[config.mk]
export PLATFORM = sky130hd
export DESIGN_NAME = rwph_back
export DESIGN_NICKNAME = d
export VERILOG_FILES = /design/src/hw/rtl/rwph_pkg.sv /design/src/hw/rtl/rwph_modmul.sv /design/src/hw/rtl/rwph_back.sv
export SDC_FILE = /design/constraint.sdc
export NUM_CORES = 2
export LEC_CHECK = 0
export ABC_AREA = 1
export BUFFER_PORTS_ARGS = -buffer_cell sky130_fd_sc_hd__buf_2
export CORE_AREA = 4 4 316 318
export CTS_CLUSTER_DIAMETER = 40
export DETAILED_ROUTE_END_ITERATION = 7
export DIE_AREA = 0 0 320 322
export GPL_ROUTABILITY_DRIVEN = 0
export PLACE_DENSITY = 0.89
export SKIP_CTS_REPAIR_TIMING = 1
export SLEW_MARGIN = 20
export SYNTH_ARGS = -nofsm -noshare
export SYNTH_HDL_FRONTEND = slang
export SYNTH_SLANG_ARGS = --single-unit
export TNS_END_PERCENT = 1
[constraint.sdc]
create_clock -name clk -period 19.2 [get_ports clk]
set_clock_uncertainty 0.05 [all_clocks]
set_input_delay 2.88 -clock clk [delete_from_list [all_inputs] [get_ports clk]]
set_output_delay 2.88 -clock clk [all_outputs]
set_load 0.03 [all_outputs]
[src/hw/rtl/rwph_pkg.sv]
// ============================================================================
// rwph_pkg: shared types and constants of the rolling polynomial hash
// Holds the modulus, the base, the Barrett reciprocal, the digit mapping and
// the command record that travels from the front end to the back end.
// ============================================================================
package rwph_pkg;

	localparam int BYTE_W = 8;
	localparam int HASH_W = 30;
	localparam int LEN_W  = 11;

	localparam logic [HASH_W-1:0] HASH_PRIME   = 30'd998244353;
	localparam logic [HASH_W-1:0] HASH_BASE    = 30'd31;
	localparam logic [HASH_W-1:0] DIGIT_OFFSET = 30'd96;

	// Barrett reciprocal floor(2^60 / prime); it fits in 31 bits.
	localparam logic [63:0] MU_WIDE    = 64'h1000_0000_0000_0000 / 64'd998244353;
	localparam logic [30:0] BARRETT_MU = MU_WIDE[30:0];

	// Depth of the command queue between front end and back end.
	localparam int QUEUE_DEPTH = 2;

	typedef enum logic [1:0] {
		CMD_FIRST = 2'd0,
		CMD_FILL  = 2'd1,
		CMD_SLIDE = 2'd2
	} cmd_kind_t;

	typedef struct packed {
		cmd_kind_t         kind;
		logic [BYTE_W-1:0] new_byte;
		logic [BYTE_W-1:0] old_byte;
		logic              produce;
	} cmd_t;

	typedef enum logic [2:0] {
		BK_IDLE,
		BK_OLD,
		BK_POW,
		BK_HASH,
		BK_SEND
	} back_state_t;

	// Digit of a byte: byte minus the offset, as a non-negative residue.
	function automatic logic [HASH_W-1:0] digit_of(input logic [BYTE_W-1:0] b);
		logic [HASH_W-1:0] bw;
		bw = HASH_W'(b);
		if (bw >= DIGIT_OFFSET) begin
			digit_of = bw - DIGIT_OFFSET;
		end else begin
			digit_of = HASH_PRIME - DIGIT_OFFSET + bw;
		end
	endfunction

	// Modular subtraction of two residues.
	function automatic logic [HASH_W-1:0] sub_p(input logic [HASH_W-1:0] x,
			input logic [HASH_W-1:0] y);
		if (x >= y) begin
			sub_p = x - y;
		end else begin
			sub_p = x + (HASH_PRIME - y);
		end
	endfunction

endpackage

[src/hw/rtl/rwph_modmul.sv]
// ============================================================================
// rwph_modmul: five-stage modular multiply-add
// Computes (a * b + c) mod prime with Barrett reduction, one register after
// each multiplication.
// ============================================================================
module rwph_modmul (
	input  logic        clk,
	input  logic        arst_n,
	input  logic        start,
	input  logic [29:0] op_a,
	input  logic [29:0] op_b,
	input  logic [29:0] op_c,
	output logic        done,
	output logic [29:0] result
);
	import rwph_pkg::*;

	logic [HASH_W-1:0] a_s1, b_s1, c_s1;
	logic [59:0]       x_s2;
	logic [61:0]       q2_s3;
	logic [31:0]       x_s3;
	logic [31:0]       q3p_s4;
	logic [31:0]       x_s4;
	logic [HASH_W-1:0] r_s5;
	logic              v_s1, v_s2, v_s3, v_s4, v_s5;
	logic [31:0]       r_raw;
	logic [31:0]       r_fix;

	always_ff @(posedge clk or negedge arst_n) begin
		if (!arst_n) begin
			v_s1 <= 1'b0;
			v_s2 <= 1'b0;
			v_s3 <= 1'b0;
			v_s4 <= 1'b0;
			v_s5 <= 1'b0;
		end else begin
			v_s1 <= start;
			v_s2 <= v_s1;
			v_s3 <= v_s2;
			v_s4 <= v_s3;
			v_s5 <= v_s4;
		end
	end

	// The Barrett remainder stays below three times the prime.
	always_comb begin
		r_raw = x_s4 - q3p_s4;
		if (r_raw >= (32'(HASH_PRIME) << 1)) begin
			r_fix = r_raw - (32'(HASH_PRIME) << 1);
		end else if (r_raw >= 32'(HASH_PRIME)) begin
			r_fix = r_raw - 32'(HASH_PRIME);
		end else begin
			r_fix = r_raw;
		end
	end

	always_ff @(posedge clk) begin
		if (start) begin
			a_s1 <= op_a;
			b_s1 <= op_b;
			c_s1 <= op_c;
		end
		x_s2   <= 60'(a_s1) * 60'(b_s1) + 60'(c_s1);
		q2_s3  <= 62'(x_s2[59:29]) * 62'(BARRETT_MU);
		x_s3   <= x_s2[31:0];
		q3p_s4 <= 32'(q2_s3[61:31]) * 32'(HASH_PRIME);
		x_s4   <= x_s3;
		r_s5   <= r_fix[HASH_W-1:0];
	end

	assign done   = v_s5;
	assign result = r_s5;

endmodule

[src/hw/rtl/rwph_back.sv]
// ============================================================================
// rwph_back: arithmetic side of the rolling hash
// Takes one command at a time, updates the running hash and the top power
// through the shared modular multiplier and registers each result beat.
// ============================================================================
module rwph_back (
	input  logic           clk,
	input  logic           arst_n,
	input  logic           head_valid,
	input  rwph_pkg::cmd_t head_cmd,
	output logic           pop,
	output logic           out_valid,
	input  logic           out_stall,
	output logic [29:0]    hash_value
);
	import rwph_pkg::*;

	back_state_t       state_q, state_next;
	cmd_t              cur_q;
	logic [HASH_W-1:0] hash_q;
	logic [HASH_W-1:0] power_q;
	logic              out_valid_q;
	logic [HASH_W-1:0] out_hash_q;

	logic              mm_start;
	logic [HASH_W-1:0] mm_a, mm_b, mm_c;
	logic              mm_done;
	logic [HASH_W-1:0] mm_result;
	logic              out_free;
	logic              load_out;

	rwph_modmul u_modmul (
		.clk    (clk),
		.arst_n (arst_n),
		.start  (mm_start),
		.op_a   (mm_a),
		.op_b   (mm_b),
		.op_c   (mm_c),
		.done   (mm_done),
		.result (mm_result)
	);

	assign out_free = !out_valid_q || !out_stall;

	always_ff @(posedge clk or negedge arst_n) begin
		if (!arst_n) begin
			state_q <= BK_IDLE;
		end else begin
			state_q <= state_next;
		end
	end

	always_comb begin
		state_next = state_q;
		pop        = 1'b0;
		mm_start   = 1'b0;
		mm_a       = hash_q;
		mm_b       = HASH_BASE;
		mm_c       = '0;
		load_out   = 1'b0;
		case (state_q)
			BK_IDLE: begin
				if (head_valid) begin
					pop = 1'b1;
					case (head_cmd.kind)
						CMD_FIRST: begin
							state_next = head_cmd.produce ? BK_SEND : BK_IDLE;
						end
						CMD_FILL: begin
							mm_start   = 1'b1;
							mm_a       = power_q;
							state_next = BK_POW;
						end
						CMD_SLIDE: begin
							mm_start   = 1'b1;
							mm_a       = digit_of(head_cmd.old_byte);
							mm_b       = power_q;
							state_next = BK_OLD;
						end
						default: begin
							state_next = BK_IDLE;
						end
					endcase
				end
			end
			BK_OLD: begin
				if (mm_done) begin
					mm_start   = 1'b1;
					mm_a       = sub_p(hash_q, mm_result);
					mm_c       = digit_of(cur_q.new_byte);
					state_next = BK_HASH;
				end
			end
			BK_POW: begin
				if (mm_done) begin
					mm_start   = 1'b1;
					mm_c       = digit_of(cur_q.new_byte);
					state_next = BK_HASH;
				end
			end
			BK_HASH: begin
				if (mm_done) begin
					state_next = cur_q.produce ? BK_SEND : BK_IDLE;
				end
			end
			BK_SEND: begin
				if (out_free) begin
					load_out   = 1'b1;
					state_next = BK_IDLE;
				end
			end
			default: begin
				state_next = BK_IDLE;
			end
		endcase
	end

	always_ff @(posedge clk) begin
		if (pop) begin
			cur_q <= head_cmd;
			if (head_cmd.kind == CMD_FIRST) begin
				hash_q  <= digit_of(head_cmd.new_byte);
				power_q <= HASH_W'(1);
			end
		end
		if (state_q == BK_POW && mm_done) begin
			power_q <= mm_result;
		end
		if (state_q == BK_HASH && mm_done) begin
			hash_q <= mm_result;
		end
		if (load_out) begin
			out_hash_q <= hash_q;
		end
	end

	always_ff @(posedge clk or negedge arst_n) begin
		if (!arst_n) begin
			out_valid_q <= 1'b0;
		end else if (load_out) begin
			out_valid_q <= 1'b1;
		end else if (!out_stall) begin
			out_valid_q <= 1'b0;
		end
	end

	assign out_valid  = out_valid_q;
	assign hash_value = out_hash_q;

endmodule

==> impl_results.md <==
* Post-Synthesis Cells at 8332
* Most used DFF post-synth: dfxtp_1
* Total Die Area at 0.103 mm^2
* Worst hold path type: reg -> reg
* Failing checks: design-rule violations
* Met3 track demand over resource at 0.170
* Synth cell types at 52
* Worst Path Arrival at 8.69 ns
* Port-buffer cells at 54
* Total Wirelength at 217000 um
* Number of synthesized flops with an enable pin at 177
* Max FO, Critical Path at 17
* CTS sink count at 403
* Post-Syn Area at 0.0677 mm^2
* Initial antenna violation count at 5
* Fmax at 122 MHz
* Die X at 320 um
* Placeable Area at 0.0966 mm^2
* Slew headroom at 0.203
* Max Slew Vio Count at 0
* Fin crit share at 0.428
* CTS Buf Count at 57
* Critical Path RT at 19.66 ns
* Yosys reg bits at 403
* Grt ovf at 0
* Layout fillers at 6088
* Nets at 10200
* Pre-antenna DRT Iters at 8
* Setup violators final at 0
* FF/Latch Area at 0.00988 mm^2
* Mean Syn Cell Area at 8.12 um^2
* CTS tree: done
* Die Y-Extent at 322 um
* CTS root buf: clkbuf_16
* H-tree levels at 2
* CP Launch Type: flip-flop
* Vias at 59700
* Routed WL per cell at 22.5 um
* Synth top area cells: fa_1 33%, ha_1 15%, inv_1 13%
* Routed Antenna Nets at 0
* WS Path Type: reg -> reg
* Asr flop ratio synth at 0.0223
* First-pass GRT wire length at 339000 um
* M1 GR Usage at 0.480
* Layer with the highest usage: met2
* Slew @ Worst Pin at 1.18 ns
* RSZ-0062 raised after global routing: false
* Outcome: complete, but fails checks
* Top cell type's share of synthesized area at 0.326
* Synth Warn # at 0
* DRC viols at 153
* Hold Fails Final Rpt at 0
* Vias in the first global route at 64500
* Mapped Nets at 10300
* Multi-input gate area at 0.0483 mm^2
* DR iter-0 viols at 8713
* Max_cap viols at 0
* Yosys top cell by area: fa_1
* Fin crit period at 8.22 ns
* Placed inst area at 0.0693 mm^2
* Skew-Pair Late Insertion Delay at 0.69 ns
* HPWL after DPL at 163000 um
* Post-Route Setup TNS at 0 ns
* DR vias/cell at 6.20
* Clk slew on worst S/H paths at 0.07 ns
* Clock buffer depth at 3
* Fraction of layout cells with a size suffix above 1 at 0.0342
* Largest net degree at the start of global routing at 80
* Layout overhead on the synthesized area at 5.49%
* Final Instance Area at 0.0714 mm^2
* Crit. End Element: flip-flop
* Starting Density at 0.701
* Register area share after synthesis at 0.146
* GRT Total Usage at 0.424
* Number of core rows at 114
* Met2 usage at 0.649
* Top-Level Pins at 55
[sequential cells by signal, indices dropped and copies added, names as in the netlist, 3 cells and up]
signal           cells
cur_q                9
hash_q              30
hash_value          30
power_q             30
state_q              3
u_modmul.a_s1       30
u_modmul.b_s1       30
u_modmul.c_s1       18
u_modmul.q2_s3      32
u_modmul.q3p_s4     32
u_modmul.result     30
u_modmul.x_s2       60
u_modmul.x_s3       31
u_modmul.x_s4       32
[final timing paths]
check / startpoint / to / slack (ns) / depth (start not counted)
worst max-delay path: u_modmul.b_s1[10] / u_modmul.x_s2[41] / 10.98 / 25
worst min-delay path: u_modmul.q2_s3[48] / u_modmul.q3p_s4[17] / 0.23 / 0
worst max register to register: u_modmul.b_s1[10] / u_modmul.x_s2[41] / 10.98 / 25
worst min register to register: u_modmul.q2_s3[48] / u_modmul.q3p_s4[17] / 0.23 / 0
max in group asynchronous: arst_n / u_modmul.v_s2 / 16.91 / 1
min in group asynchronous: arst_n / u_modmul.v_s1 / 1.98 / 1
[logic make-up (layout without fill, tap and decap cells)]
kind of cell / after synthesis / count (layout) / synth area share
XOR/XNOR: 192 / 192 / 0.0251
buffers and inverters: 2531 / 2541 / 0.141
AO/OA/AOI/OAI: 742 / 742 / 0.0629
AND/OR/NAND/NOR: 2555 / 2555 / 0.150
flip-flops: 403 / 403 / 0.146
adder cells (fa/ha/maj): 1909 / 1909 / 0.475
other: 0 / 2 / 0
[cell usage after synthesis (21+ instances only)]
master / number
nor2_1: 416
fa_1: 1101
nand4_1: 32
a21oi_1: 282
xor2_1: 125
o21ai_0: 203
nand2_1: 1828
edfxtp_1: 177
clkbuf_1: 217
a31oi_1: 46
a21o_1: 25
o21ai_1: 27
o211ai_1: 73
dfxtp_1: 217
ha_1: 808
inv_1: 2289
nor3_1: 39
xnor2_1: 65
nor4_1: 21
nand3_1: 176
[layout make-up]
cell class	instances	area share
multi-input combinational	5398	0.676
clock inverter	43	0.00784
timing repair buffer	135	0.0131
clock buffer	62	0.0208
antenna	2	0.0000701
inverter	2301	0.121
tap	1276	0.0224
sequential	403	0.138
[placed cells by master, fill, tap and decap left out, types with 11 or more instances in the layout]
master	n
o21ai_1	27
inv_2	11
a21oi_1	281
nor3_1	39
nor2_1	416
nand2_2	14
nand3_1	176
nand2_1	1826
edfxtp_1	177
o21bai_1	20
a21o_1	25
clkbuf_16	58
dfxtp_1	217
inv_8	11
ha_1	808
xor2_1	125
inv_1	2288
a31oi_1	46
o21ai_0	203
nand4_1	32
a221oi_1	12
nor4_1	21
o211ai_1	73
xnor2_1	65
o21a_1	13
buf_4	77
fa_1	1101
clkinv_8	11
buf_2	54
[stage by stage]
stage | hold WS, ns | setup WS (ns) | util | cells
floorplan | 0.260 | 12.45 | - | 8332
global placement | 0.261 | 11.46 | 0.717 | 9509
detailed placement | 0.262 | 11.32 | 0.717 | 9511
CTS | 0.221 | 11.01 | 0.739 | 9616
global route | 0.238 | 10.75 | 0.739 | 9618
finish | 0.227 | 10.98 | 0.739 | 9620
[per-layer routing]
| layer | share of wire | wire length [um] |
|---|---|---|
| met5 | 0.00063 | 136 |
| met4 | 0.10 | 21800 |
| met3 | 0.16 | 34000 |
| met2 | 0.43 | 92800 |
| met1 | 0.31 | 68000 |
[worst max-delay path: stages, from the launching register on]
cell and delay (ns):
edfxtp_1 0.81, buf_8 0.27, nand2_1 0.10, inv_1 0.13
fa_1 0.45, fa_1 0.46, fa_1 0.55, inv_1 0.06
fa_1 0.54, inv_1 0.06, fa_1 0.53, fa_1 0.45
fa_1 0.67, inv_1 0.10, fa_1 0.57, inv_1 0.06
ha_1 0.36, a21oi_1 0.22, o21ai_0 0.17, a21oi_1 0.20
a21boi_1 0.43, o21ai_0 0.29, a21oi_1 0.28, inv_1 0.08
nand2_1 0.08, nand2_1 0.06
Power is not shown: default switching activity piles up to over one toggle a cycle in this logic, so the estimate is an artifact.
