## src/hw/rtl/rwph_pkg.sv

```systemverilog
// ============================================================================
// rwph_pkg: shared types and constants of the rolling polynomial hash
// Holds the modulus, the base, the Barrett reciprocal, the digit mapping and
// the command record that travels from the front end to the back end.
// ============================================================================
package rwph_pkg;

	localparam int BYTE_W = 8;
	localparam int HASH_W = 30;
	localparam int LEN_W  = 11;

	localparam logic [HASH_W-1:0] HASH_PRIME   = 30'd998244353;
	localparam logic [HASH_W-1:0] HASH_BASE    = 30'd31;
	localparam logic [HASH_W-1:0] DIGIT_OFFSET = 30'd96;

	// Barrett reciprocal floor(2^60 / prime); it fits in 31 bits.
	localparam logic [63:0] MU_WIDE    = 64'h1000_0000_0000_0000 / 64'd998244353;
	localparam logic [30:0] BARRETT_MU = MU_WIDE[30:0];

	// Depth of the command queue between front end and back end.
	localparam int QUEUE_DEPTH = 2;

	typedef enum logic [1:0] {
		CMD_FIRST = 2'd0,
		CMD_FILL  = 2'd1,
		CMD_SLIDE = 2'd2
	} cmd_kind_t;

	typedef struct packed {
		cmd_kind_t         kind;
		logic [BYTE_W-1:0] new_byte;
		logic [BYTE_W-1:0] old_byte;
		logic              produce;
	} cmd_t;

	typedef enum logic [2:0] {
		BK_IDLE,
		BK_OLD,
		BK_POW,
		BK_HASH,
		BK_SEND
	} back_state_t;

	// Digit of a byte: byte minus the offset, as a non-negative residue.
	function automatic logic [HASH_W-1:0] digit_of(input logic [BYTE_W-1:0] b);
		logic [HASH_W-1:0] bw;
		bw = HASH_W'(b);
		if (bw >= DIGIT_OFFSET) begin
			digit_of = bw - DIGIT_OFFSET;
		end else begin
			digit_of = HASH_PRIME - DIGIT_OFFSET + bw;
		end
	endfunction

	// Modular subtraction of two residues.
	function automatic logic [HASH_W-1:0] sub_p(input logic [HASH_W-1:0] x,
			input logic [HASH_W-1:0] y);
		if (x >= y) begin
			sub_p = x - y;
		end else begin
			sub_p = x + (HASH_PRIME - y);
		end
	endfunction

endpackage

```

## src/hw/rtl/rwph_queue.sv

```systemverilog
// ============================================================================
// rwph_queue: command queue between front end and back end
// A small first-in first-out buffer of command records.
// ============================================================================
module rwph_queue (
	input  logic           clk,
	input  logic           arst_n,
	input  logic           push,
	input  rwph_pkg::cmd_t push_cmd,
	output logic           full,
	output logic           head_valid,
	output rwph_pkg::cmd_t head_cmd,
	input  logic           pop
);
	import rwph_pkg::*;

	localparam int PTR_W = (QUEUE_DEPTH > 1) ? $clog2(QUEUE_DEPTH) : 1;
	localparam int CNT_W = $clog2(QUEUE_DEPTH + 1);

	cmd_t             slots_q [0:QUEUE_DEPTH-1];
	logic [PTR_W-1:0] wr_ptr_q;
	logic [PTR_W-1:0] rd_ptr_q;
	logic [CNT_W-1:0] count_q;
	logic             do_push;
	logic             do_pop;

	assign full       = (count_q == CNT_W'(QUEUE_DEPTH));
	assign head_valid = (count_q != '0);
	assign head_cmd   = slots_q[rd_ptr_q];
	assign do_push    = push && !full;
	assign do_pop     = pop && head_valid;

	always_ff @(posedge clk or negedge arst_n) begin
		if (!arst_n) begin
			wr_ptr_q <= '0;
			rd_ptr_q <= '0;
			count_q  <= '0;
		end else begin
			if (do_push) begin
				wr_ptr_q <= (wr_ptr_q == PTR_W'(QUEUE_DEPTH - 1)) ? '0 : wr_ptr_q + PTR_W'(1);
			end
			if (do_pop) begin
				rd_ptr_q <= (rd_ptr_q == PTR_W'(QUEUE_DEPTH - 1)) ? '0 : rd_ptr_q + PTR_W'(1);
			end
			if (do_push && !do_pop) begin
				count_q <= count_q + CNT_W'(1);
			end else if (do_pop && !do_push) begin
				count_q <= count_q - CNT_W'(1);
			end
		end
	end

	always_ff @(posedge clk) begin
		if (do_push) begin
			slots_q[wr_ptr_q] <= push_cmd;
		end
	end

endmodule

```

## config.mk

```make
export PLATFORM = sky130hd
export DESIGN_NAME = rwph_queue
export DESIGN_NICKNAME = d
export VERILOG_FILES = /design/src/hw/rtl/rwph_pkg.sv /design/src/hw/rtl/rwph_queue.sv
export SDC_FILE = /design/constraint.sdc
export NUM_CORES = 1
export LEC_CHECK = 0
export BUFFER_PORTS_ARGS = -buffer_cell sky130_fd_sc_hd__buf_2
export CAP_MARGIN = 20
export CELL_PAD_IN_SITES_DETAIL_PLACEMENT = 0
export CELL_PAD_IN_SITES_GLOBAL_PLACEMENT = 1
export CORE_MARGIN = 2
export CORE_UTILIZATION = 46
export CTS_CLUSTER_DIAMETER = 200
export DETAILED_ROUTE_END_ITERATION = 7
export PLACE_DENSITY_LB_ADDON = 0.1
export SYNTH_ARGS = -nofsm -noshare
export SYNTH_HDL_FRONTEND = slang
export SYNTH_SLANG_ARGS = --single-unit
```

## constraint.sdc

```tcl
create_clock -name clk -period 2.9 [get_ports clk]
set_input_delay 0.29 -clock clk [delete_from_list [all_inputs] [get_ports clk]]
set_output_delay 0.29 -clock clk [all_outputs]
set_load 0.03 [all_outputs]
```

==> results of run 1 <==
[sequential cells by signal, indices dropped and copies added, names as in the netlist]
register	flops
wr_ptr_q	1
count_q	2
rd_ptr_q	1
slots_q	38
[per-stage QoR]
stage	worst slack, ns	area (sq um)	total power [mW]	hold WS, ns
after global placement	1.15	1940	1.84	0.103
after floorplan	1.05	1670	1.65	-0.00559
final	0.786	2010	2.10	0.123
after global routing	0.703	2010	2.19	0.105
after CTS	0.741	2010	2.13	0.103
after detailed placement	1.13	1940	1.85	0.110
[area by class of cell]
class,count,area [sq um],share of cell area
clock buffers,5,37.5,0.0187
clock inverters,3,16.3,0.00811
inverters,2,7.51,0.00374
multi-input cells,32,398,0.198
flip-flops and latches,42,1240,0.619
well taps,46,57.6,0.0287
repair buffers,47,248,0.124
[worst paths after layout]
kind	from	end	cells after the start
setup / recovery	rd_ptr_q$_DFFE_PN0P_	head_cmd[15]	3
hold / removal	push_cmd[16]	slots_q[0][16]$_DFFE_PP_	1
setup reg to reg	count_q[0]$_DFFE_PN0P_	slots_q[0][15]$_DFFE_PP_	4
hold reg to reg	count_q[1]$_DFFE_PN0P_	count_q[1]$_DFFE_PN0P_	1
max in group asynchronous	arst_n	count_q[0]$_DFFE_PN0P_	2
min in group asynchronous	arst_n	count_q[1]$_DFFE_PN0P_	2
[repair_timing]
| item | CTS | global route |
|---|---|---|
| hold buffers | 1 | 0 |
| gates resized for setup | 0 | 0 |
| setup endpoints to repair | 0 | 0 |
| endpoints found under the hold margin | 4 | 0 |
[layer usage]
metal / track usage / vias to the layer above / part of all wire
li1: - / 397 / -
met1: 0.147 / 401 / 0.42
met2: 0.219 / 30 / 0.49
met3: 0.0405 / 5 / 0.066
met4: 0.0878 / 0 / 0.021
met5: 0 / - / 0
[cells in the mapped netlist]
master,instances,share of area
nand2b_1,1,0.0038
and3_1,1,0.0038
buf_6,2,0.014
nand2_4,1,0.0068
xor2_1,2,0.011
xnor2_1,2,0.011
dfrtp_1,4,0.060
xnor2_2,1,0.0098
nand2_2,1,0.0038
ha_1,1,0.0075
or2_4,1,0.0053
mux2_4,19,0.17
nor2_1,2,0.0045
inv_1,2,0.0045
edfxtp_1,38,0.68
[cells by family after synthesis]
family        Yosys count
xor+xnor                5
fa+ha+maj               1
mux                    19
buf+inv                 4
flops                  42
simple gates            7
[critical path, stage by stage, from the launching register on]
cell and delay (ns):
dfrtp_1 0.62, buf_4 0.35, mux2_4 0.33, buf_2 0.18
[power groups by stage]
stage	Clock, mW	Sequential (mW)	Combinational [mW]
after global routing	0.296	0.931	0.968
after CTS	0.284	0.916	0.929
after floorplan	0	0.894	0.755
after detailed placement	0	0.930	0.924
after global placement	0	0.927	0.914
final	0.269	0.913	0.913
==> results.cfg, run 1 <==
[outcome]
status = complete, no violations

[die]
core-area_sq_um = 3420
die_h_microns = 64.2
pin_count = 44
dieWidth_microns = 64.2
initial_core_util = 0.488
rows = 21
die_area_sq_um = 4120

[setup_path]
crit_type = flop to output port
worstSetupStartpointType = flop
regToRegSetupSlack_ns = 1.16
cp_max_fo = 13
worstPathArrival_ns = 1.82
crit_required_ns = 2.61
endpoint_kind = output port

[yosys]
synth_top_family_by_area = multiplexers
synth_nets = 102
synth_xor_area_frac = 0.0308
synth-compound-area-share = 0
avgSynthCellArea_sq_um = 21.4
synth_cell_type_count = 15
yosysWarnings = 0
synthMuxAreaShare = 0.171
synth_simple_gate_area_frac = 0.0278
seq_area_frac_synth = 0.745
synthAdderAreaFrac = 0.00751
ys_ff_latch = 42
synthesis.area_sq_um = 1670
syn_inst = 78

[timing]
hold_viol = 0
worst_slew_pin_slew_ns = 0.538
maxSlewViolCount = 0
max_freq_ghz = 0.473
relSlewSlack = 0.641
fin_skew_ns = 0.00805
rsz0062_at_grt = no
layout_min_cycle_time_ns = 2.11
setup_violations = 0
period_share = 0.729
fin_tns_setup_ns = 0

[finish]
fillers = 281
post-route-util = 0.587
diodes = 0
final_common_cell = buf_2
nets = 154
instances_no_fill = 177
syn_to_final_growth_pct = 20.3
final_cell_mix = 43 x buf_2, 38 x edfxtp_1, 19 x mux2_4
drive_gt1_frac = 0.588

[global_routing]
grt_pass1_vias = 876
grt_antenna_before_repair = 0
grt_pass1_wl_mm = 3.88
overflow = 0
grt_max_degree = 20
track_usage = 0.132

[cts]
clk-insertion-delay-late_ns = 0.34
clkTransAtPathRegs_ns = 0.12
clock_tree.root_cell = clkbuf_4
cts_setup_buffers = 0
numCtsBuffers = 5
cts_num_sinks = 42
cts-htree-levels = 2
ctsLongestPathBuffers = 2
cts_tree = yes

[placed_design]
dp.cells = 168
numPortBuffers = 43
place_congestion = 0.672
place_hpwl_mm = 1.66

[pwr]
p_leak_nw = 0.842
clkPwrFrac = 0.128
power_density_nw_per_um2 = 1040
intPower_mw = 1.31
switchingPower_uw = 785
p_sw_frac = 0.375
seqPwrFrac = 0.436
irDropWorstVdd_mv = 0.458
combPwrFrac = 0.436

[drt]
wl_per_cell_microns = 13.6
route.detailed.drc = 0
totalWireLength_mm = 2.41
ant_nets = 0
dr.pass1.iters = 3
drtIter0Drc = 25
avgViaCountPerCell = 4.71
via_count = 833

[job]
maxCapViolations = 0

[worst_hold_path]
hp-class = primary input to flop
Note: power is estimated with default switching activity, not from simulation.
==> run 2: changes to the inputs <==
--- a/config.mk
+++ b/config.mk
@@ -10,7 +10,7 @@
 export CELL_PAD_IN_SITES_DETAIL_PLACEMENT = 0
 export CELL_PAD_IN_SITES_GLOBAL_PLACEMENT = 1
 export CORE_MARGIN = 2
-export CORE_UTILIZATION = 46
+export CORE_UTILIZATION = 43
 export CTS_CLUSTER_DIAMETER = 200
 export DETAILED_ROUTE_END_ITERATION = 7
 export PLACE_DENSITY_LB_ADDON = 0.1
==> constraint.sdc (replaced) <==
create_clock -name clk -period 2.1 [get_ports clk]
set_input_delay 0.21 -clock clk [delete_from_list [all_inputs] [get_ports clk]]
set_output_delay 0.21 -clock clk [all_outputs]
set_load 0.03 [all_outputs]
==> run 2 against run 1 <==
Utilization fell by 2.0 points. Cell area rose by 4.3%. Register-to-register slack got worse by 0.67 ns. Worst hold slack got worse by 0.016 ns. Critical endpoint is now slots_q[0][8]$_DFFE_PP_. Highest routed layer unchanged.
==> results.cfg, run 2 (synthesis results as in run 1) <==
[global_routing]
track_usage = 0.125
grt_pass1_wl_mm = 3.84
grt_pass1_vias = 848
grt_max_degree = 14
overflow = 0
gr-usage-met3 = 0.0324
use_met2 = 0.205
grt_use_met1 = 0.146
grt_antenna_before_repair = 0
grt.busiest_layer = met2

[setup_path]
cp_slowest_cell = dfrtp_1
crit_type = flop to flop
crit_chain = nand2b_1, nand2_2, nor2_2, buf_4
r2r-start = count_q[0]$_DFFE_PN0P_
path_delay_family = simple AND/OR/NAND/NOR gates
worstSetupStartpointType = flop
critPathBufInv = 1
worstPathArrival_ns = 1.61
crit_required_ns = 2.10
worstSetupStartpoint = count_q[0]$_DFFE_PN0P_
cp_max_fo = 8
cp_slowest_stage_delay_ns = 0.41
endpoint_kind = flop

[timing]
maxSlewViolCount = 0
relSlewSlack = 0.717
fin_tns_setup_ns = 0
worst_slew_pin_slew_ns = 0.424
hold_viol = 0
setup_violations = 0
rsz0062_at_grt = no
fin_skew_ns = 0.00637
max_freq_ghz = 0.620
period_share = 0.768
layout_min_cycle_time_ns = 1.61
hold_ws_ns = 0.107

[drt]
dr.pass1.iters = 3
ant_nets = 0
totalWireLength_mm = 2.46
wl_per_cell_microns = 13.6
avgViaCountPerCell = 4.61
drtIter0Drc = 36
route.detailed.drc = 0
via_count = 834

[die]
pin_count = 44
dieWidth_microns = 66.3
core-area_sq_um = 3690
rows = 22
die_h_microns = 66.3
die_area_sq_um = 4390
initial_core_util = 0.452

[job]
maxCapViolations = 0

[finish]
post-route-util = 0.567
diodes = 0
largest_reg_flops = 38
syn_to_final_growth_pct = 25.5
instances_no_fill = 181
final_cell_mix = 43 x buf_2, 38 x edfxtp_1, 19 x mux2_4
nets = 156
largest-register = slots_q
top_regs = slots_q: 38 flops, count_q: 2 flops
final_common_cell = buf_2
drive_gt1_frac = 0.594

[cts]
clock_tree.root_cell = clkbuf_8
numCtsBuffers = 5
clk-insertion-delay-late_ns = 0.29
cts-htree-levels = 2
clkTransAtPathRegs_ns = 0.08
cts_num_sinks = 42
cts_tree = yes
ctsLongestPathBuffers = 2

[placed_design]
place_hpwl_mm = 1.80
dp.cells = 172
numPortBuffers = 43
place_congestion = 0.615

[outcome]
status = complete, no violations

[worst_hold_path]
hp-class = primary input to flop
hp-start = push_cmd[18]

[pwr]
total_power_mw = 3.18
irDropWorstVdd_mv = 0.795
power_density_nw_per_um2 = 1520
p_leak_nw = 0.878
[run 2: final cells by class]
| cell class | instances | area [sq um] |
|---|---|---|
| clock inverters | 2 | 37.5 |
| inverters | 2 | 7.51 |
| multi-input cells | 32 | 398 |
| clock buffers | 6 | 72.6 |
| repair buffers | 49 | 275 |
| fillers | 324 | 1600 |
| flip-flops and latches | 42 | 1240 |
| well taps | 48 | 60.1 |
[run 2: final timing paths]
check	endpoint	slack (ns)	cells after the start
min in group asynchronous	wr_ptr_q$_DFFE_PN0N_	0.26	2
max in group asynchronous	rd_ptr_q$_DFFE_PN0P_	1.72	2
max reg2reg	slots_q[0][8]$_DFFE_PP_	0.49	4
min reg2reg	count_q[1]$_DFFE_PN0P_	0.52	1
min	slots_q[1][18]$_DFFE_PP_	0.11	1
max	slots_q[0][8]$_DFFE_PP_	0.49	4
[run 2: what timing repair did]
action,4_1_cts,5_1_grt
resized for setup,0,0
endpoints found under the setup margin,0,0
setup buffers,0,0
hold endpoints to repair,4,0
hold buffers,1,0
[run 2: per-stage QoR]
stage | setup WS, ns | instance area, sq um
after floorplan | 0.249 | 1670
after global placement | 0.599 | 1970
after detailed placement | 0.508 | 1970
after CTS | 0.478 | 2090
after global routing | 0.372 | 2090
final | 0.488 | 2090
[run 2: power breakdown]
part           internal [mW]  total, mW  switching [mW]
combinational          0.570       1.34           0.773
clock                  0.354      0.606           0.252
sequential              1.15       1.23          0.0778
[run 2: per-layer routing]
layer / up-vias / part of all wire
li1: 401 / -
met2: 28 / 0.50
met5: - / 0
met3: 7 / 0.058
met1: 398 / 0.42
met4: 0 / 0.027
